## config.mk

```make
export PLATFORM = sky130hd
export DESIGN_NAME = bti_lerp
export DESIGN_NICKNAME = d
export VERILOG_FILES = /design/src/hw/rtl/bti_pkg.sv /design/src/hw/rtl/bti_lerp.sv
export SDC_FILE = /design/constraint.sdc
export NUM_CORES = 2
export LEC_CHECK = 0
export BUFFER_PORTS_ARGS = -buffer_cell sky130_fd_sc_hd__buf_2
export CAP_MARGIN = 10
export CORE_ASPECT_RATIO = 0.7
export CORE_UTILIZATION = 35
export CTS_CLUSTER_SIZE = 16
export DETAILED_ROUTE_END_ITERATION = 7
export GPL_TIMING_DRIVEN = 1
export HOLD_SLACK_MARGIN = 0.03
export PLACE_DENSITY = 0.53
export SLEW_MARGIN = 20
export SYNTH_ARGS = -nofsm -noshare
export SYNTH_HDL_FRONTEND = slang
export SYNTH_SLANG_ARGS = --single-unit
```

## constraint.sdc

```tcl
create_clock -name i_clk -period 7.4 [get_ports i_clk]
set_clock_uncertainty 0.15 [all_clocks]
set_input_delay 0.74 -clock i_clk [delete_from_list [all_inputs] [get_ports i_clk]]
set_output_delay 0.74 -clock i_clk [all_outputs]
set_load 0.1 [all_outputs]
```

## src/hw/rtl/bti_pkg.sv

```systemverilog
`default_nettype none
package bti_pkg;

    // Data format: signed Q16.16
    localparam int DATA_WIDTH       = 32;
    localparam int MAX_AXIS_ONE_DEF = 16;
    localparam int MAX_AXIS_TWO_DEF = 16;
    localparam int CFG_WIDTH        = 5;
    localparam int CFG_IDX_WIDTH    = 2;
    localparam int ENTRY_IDX_WIDTH  = 8;

    // Input item commands
    typedef enum logic [1:0] {
        CMD_QUERY  = 2'd0,
        CMD_WR_AX1 = 2'd1,
        CMD_WR_AX2 = 2'd2,
        CMD_WR_GRD = 2'd3
    } t_cmd;

    // Configuration register indexes
    typedef enum logic [CFG_IDX_WIDTH-1:0] {
        CFG_AXIS_ONE_POINTS = 2'd0,
        CFG_AXIS_TWO_POINTS = 2'd1,
        CFG_UNUSED_2        = 2'd2,
        CFG_UNUSED_3        = 2'd3
    } t_cfg_idx;

    // Top level sequencer
    typedef enum logic [3:0] {
        S_IDLE,
        S_SRCH1,
        S_SRCH2,
        S_GRD0,
        S_GRD1,
        S_GRD2,
        S_ROWW,
        S_COLW,
        S_DONE
    } t_state;

    // Shared interpolation unit
    typedef enum logic [1:0] {
        L_IDLE,
        L_MUL,
        L_DIV,
        L_DONE
    } t_lerp_state;

endpackage
`default_nettype wire

```

## src/hw/rtl/bti_lerp.sv

```systemverilog
`default_nettype none
// low + (high - low) * (x - a0) / (a1 - a0), truncated toward zero.
// A multiply step, then one restoring divide step per cycle.
// A new start is taken in the idle cycle or in the done cycle.
module bti_lerp (
    input  wire logic                                  i_clk,
    input  wire logic                                  i_rst_n,
    input  wire logic                                  i_start,
    input  wire logic signed [bti_pkg::DATA_WIDTH-1:0] i_low,
    input  wire logic signed [bti_pkg::DATA_WIDTH-1:0] i_high,
    input  wire logic signed [bti_pkg::DATA_WIDTH-1:0] i_x,
    input  wire logic signed [bti_pkg::DATA_WIDTH-1:0] i_a0,
    input  wire logic signed [bti_pkg::DATA_WIDTH-1:0] i_a1,
    output logic                                       o_done,
    output logic signed [bti_pkg::DATA_WIDTH-1:0]      o_result
);
    import bti_pkg::*;

    localparam int DW = DATA_WIDTH;
    localparam int CNTW = $clog2(DW);

    t_lerp_state r_state, n_state;

    logic signed [DW:0]  w_diff;
    logic [DW-1:0]       r_mag, r_off, r_span, r_rem, r_q;
    logic                r_neg;
    logic signed [DW-1:0] r_low;
    logic [2*DW-1:0]     w_prod;
    logic [DW:0]         w_trial;
    logic                w_ge;
    logic [CNTW-1:0]     r_cnt;

    assign w_diff  = {i_high[DW-1], i_high} - {i_low[DW-1], i_low};
    assign w_prod  = r_mag * r_off;
    assign w_trial = {r_rem, r_q[DW-1]};
    assign w_ge    = (w_trial >= {1'b0, r_span});

    // state register
    always_ff @(posedge i_clk) begin
        if (!i_rst_n) begin
            r_state <= L_IDLE;
        end else begin
            r_state <= n_state;
        end
    end

    // next state
    always_comb begin
        n_state = r_state;
        unique case (r_state)
            L_IDLE: if (i_start) n_state = L_MUL;
            L_MUL:  n_state = L_DIV;
            L_DIV:  if (r_cnt == CNTW'(DW - 1)) n_state = L_DONE;
            L_DONE: n_state = i_start ? L_MUL : L_IDLE;
            default: n_state = L_IDLE;
        endcase
    end

    // datapath
    always_ff @(posedge i_clk) begin
        case (r_state)
            L_IDLE, L_DONE: begin
                if (i_start) begin
                    r_neg  <= w_diff[DW];
                    r_mag  <= w_diff[DW] ? DW'(-w_diff) : DW'(w_diff);
                    r_off  <= DW'(i_x - i_a0);
                    r_span <= DW'(i_a1 - i_a0);
                    r_low  <= i_low;
                end
            end
            L_MUL: begin
                // quotient fits DW bits, so the high half is below the span
                r_rem <= w_prod[2*DW-1:DW];
                r_q   <= w_prod[DW-1:0];
                r_cnt <= '0;
            end
            L_DIV: begin
                r_rem <= w_ge ? DW'(w_trial - {1'b0, r_span}) : w_trial[DW-1:0];
                r_q   <= {r_q[DW-2:0], w_ge};
                r_cnt <= r_cnt + 1'b1;
            end
            default: ;
        endcase
    end

    assign o_done   = (r_state == L_DONE);
    assign o_result = r_neg ? (r_low - $signed(r_q)) : (r_low + $signed(r_q));

endmodule
`default_nettype wire

```

==> run_results.csv <==
group,metric,value,unit
global_routing,grt_antenna_before_repair,2,
flow_run,cap_violations,0,
placed_design,placed_cell_area,56600,µm²
timing,fin_ws,-0.536,ns
routing,drtPass1Iterations,6,
setup_path,timing.critical_path.required,7.50,ns
synth,synth_top_area_share,35.9,%
floorplan,die_x,455,µm
placed_design,io_buffer_count,195,
timing,hold_ws,0.279,ns
placed_design,post-dp-hpwl,128000,µm
global_routing,overflow,0,
hold_path,hold_path.class,"in2reg",
setup_path,rrSetupSlack,-0.54,ns
finish,area_growth,17.6,%
routing,routedWlPerCell,19.1,µm
timing,max_slew_margin,36.8,%
cts,cts_hold_buf,0,
cts,clockBufferDepth,2,
finish,drive_gt1_share,16.4,%
cts,cts.sinks,200,
setup_path,cp.arrival,8.03,ns
global_routing,grt_pass1_wl,235000,µm
timing,period_share,107,%
finish,post-route-util,41.7,%
synth,syn_nets,7007,
finish,filler_cell_count,13959,
synth,synthFlopType,"edfxtp_1",
synth,synth.distinct_cells,89,
setup_path,cp-start-kind,"flop",
synth,yosys-top-cells-area,"fa_1, edfxtp_1, ha_1",
floorplan,row_count,115,
timing,setup_viol,34,
finish,final_cells,7840,
setup_path,max_stage_delay,0.58,ns
routing,routed_wl,150000,µm
routing,drtIter0Drc,2550,
cts,cts_max_level,4,
routing,drc,0,
global_routing,grt_pass1_vias,40202,
synth,syn-instance-count,5515,
synth,async_flop_share,0,%
setup_path,crit_type,"reg2reg",
synth,synth.most_common_cell,"inv_1",
global_routing,grt_max_degree,130,
cts,clock_latency,0.51,ns
synth,ys_seq_area_share,11.9,%
synth,synth_edf_count,198,
run_status,status,"complete, but fails checks",
setup_path,crit_family,"adder cells",
timing,hold_viol,0,
synth,yosys_warnings,0,
synth,avgSynthCellArea,9.10,µm²
synth,post_synth_instance_area,50200,µm²
routing,ant_nets,0,
run_status,violations,"setup timing",
floorplan,core_area,141000,µm²
routing,vias,38810,
floorplan,die_h,319,µm
cts,numCtsBuffers,17,
floorplan,pin_count,196,
setup_path,slowest_stage,"fa_1",
synth,ys_seq_elements,200,
floorplan,initial_core_util,35.5,%
synth,synth_common_cells,"inv_1, fa_1, and2_1, nand2_1, ha_1",
cts,root_buffer,"clkbuf_16",
routing,vias_per_cell,4.95,
setup_path,critPathBufInv,6,
finish,final_nets,7446,
timing,max_freq,0.126,GHz
timing,slew_viol_final,0,
placed_design,place.gp.congestion,0.918,
timing,worst_pin_slew,0.946,ns
synth,yosysTopAreaCell,"fa_1",
cts,cts_tree,"done",
setup_path,crit_top_cell,"fa_1",
global_routing,globalRouteTotalUtil,21.0,%
placed_design,dp_cells,7748,
setup_path,endpoint_kind,"flop",
timing,rsz0062_at_grt,"true",
timing,min_period,7.94,ns
setup_path,path_max_fanout,8,
finish,final_area,59000,µm²
floorplan,dieArea,145000,µm²
cts,path_clk_slew,0.09,ns
registers in the layout, indices dropped and copies added (netlist names):
register  cells
r_state       2
r_low        32
r_cnt         5
r_mag        32
r_q          32
r_rem        32
r_neg         1
r_span       32
r_off        32
layout make-up:
type	count	area (µm²)	share of cell area, %
well taps	1872	2340	3.97
diodes	1	2.50	0.00424
repair buffers	681	5710	9.68
flip-flops and latches	200	5990	10.1
inverters	1021	3830	6.49
clock buffers	18	429	0.727
multi-input cells	4033	40600	68.7
clock inverters	14	154	0.261
final timing paths:
path                            depth (start not counted)                 endpoint                    start
worst min-delay path                                    1      r_low[11]$_DFFE_PP_                i_low[11]
worst max-delay path                                   25      r_rem[26]$_DFFE_PP_       r_off[2]$_DFFE_PP_
worst max register to register                         25      r_rem[26]$_DFFE_PP_       r_off[2]$_DFFE_PP_
worst min register to register                          2  r_state[1]$_SDFFE_PN0P_  r_state[1]$_SDFFE_PN0P_
per-stage QoR:
step	setup slack [ns]	TNS (ns)
2_1_floorplan	-0.103	-0.247
3_3_place_gp	-0.737	-13.01
3_5_place_dp	-0.717	-12.73
4_1_cts	-0.457	-7.07
5_1_grt	-0.711	-17.73
6_report	-0.536	-9.63
layer usage:
metal | track usage (%) | up-vias | part of all wire, %
li1 | - | 18176 | -
met1 | 31.8 | 19523 | 49
met2 | 31.4 | 1013 | 43
met3 | 3.71 | 98 | 6.4
met4 | 3.46 | 0 | 1.5
met5 | 0 | - | 0
timing repair:
| action | CTS | global route |
|---|---|---|
| buffers inserted | 16 | 43 |
| pin swaps | 36 | 97 |
| gates resized for setup | 129 | 181 |
| setup endpoints to repair | 34 | 42 |
| cloned | 0 | 4 |
placed cells by master (no fill, tap or decap), types with 68 or more instances in the layout:
master    instances
a21o_1          100
a21oi_1         200
and2_1          586
buf_12           68
buf_2           195
buf_4           371
edfxtp_1        198
fa_1            853
ha_1            402
inv_1          1007
nand2_1         590
nor2_1          168
o21ai_0         122
xnor2_1         168
xor2_1           73
kinds of logic after synthesis:
logic type | Yosys count | synth area share (%)
xor+xnor | 255 | 4.45
simple gates | 1675 | 17.0
compound gates | 721 | 9.27
buf+inv | 1282 | 9.70
mux | 53 | 1.08
fa+ha+maj | 1329 | 46.6
flops | 200 | 11.9
Power is left out: the tool's default activity adds up to more than one toggle a clock period on the data nets, which glitch-free logic cannot reach.
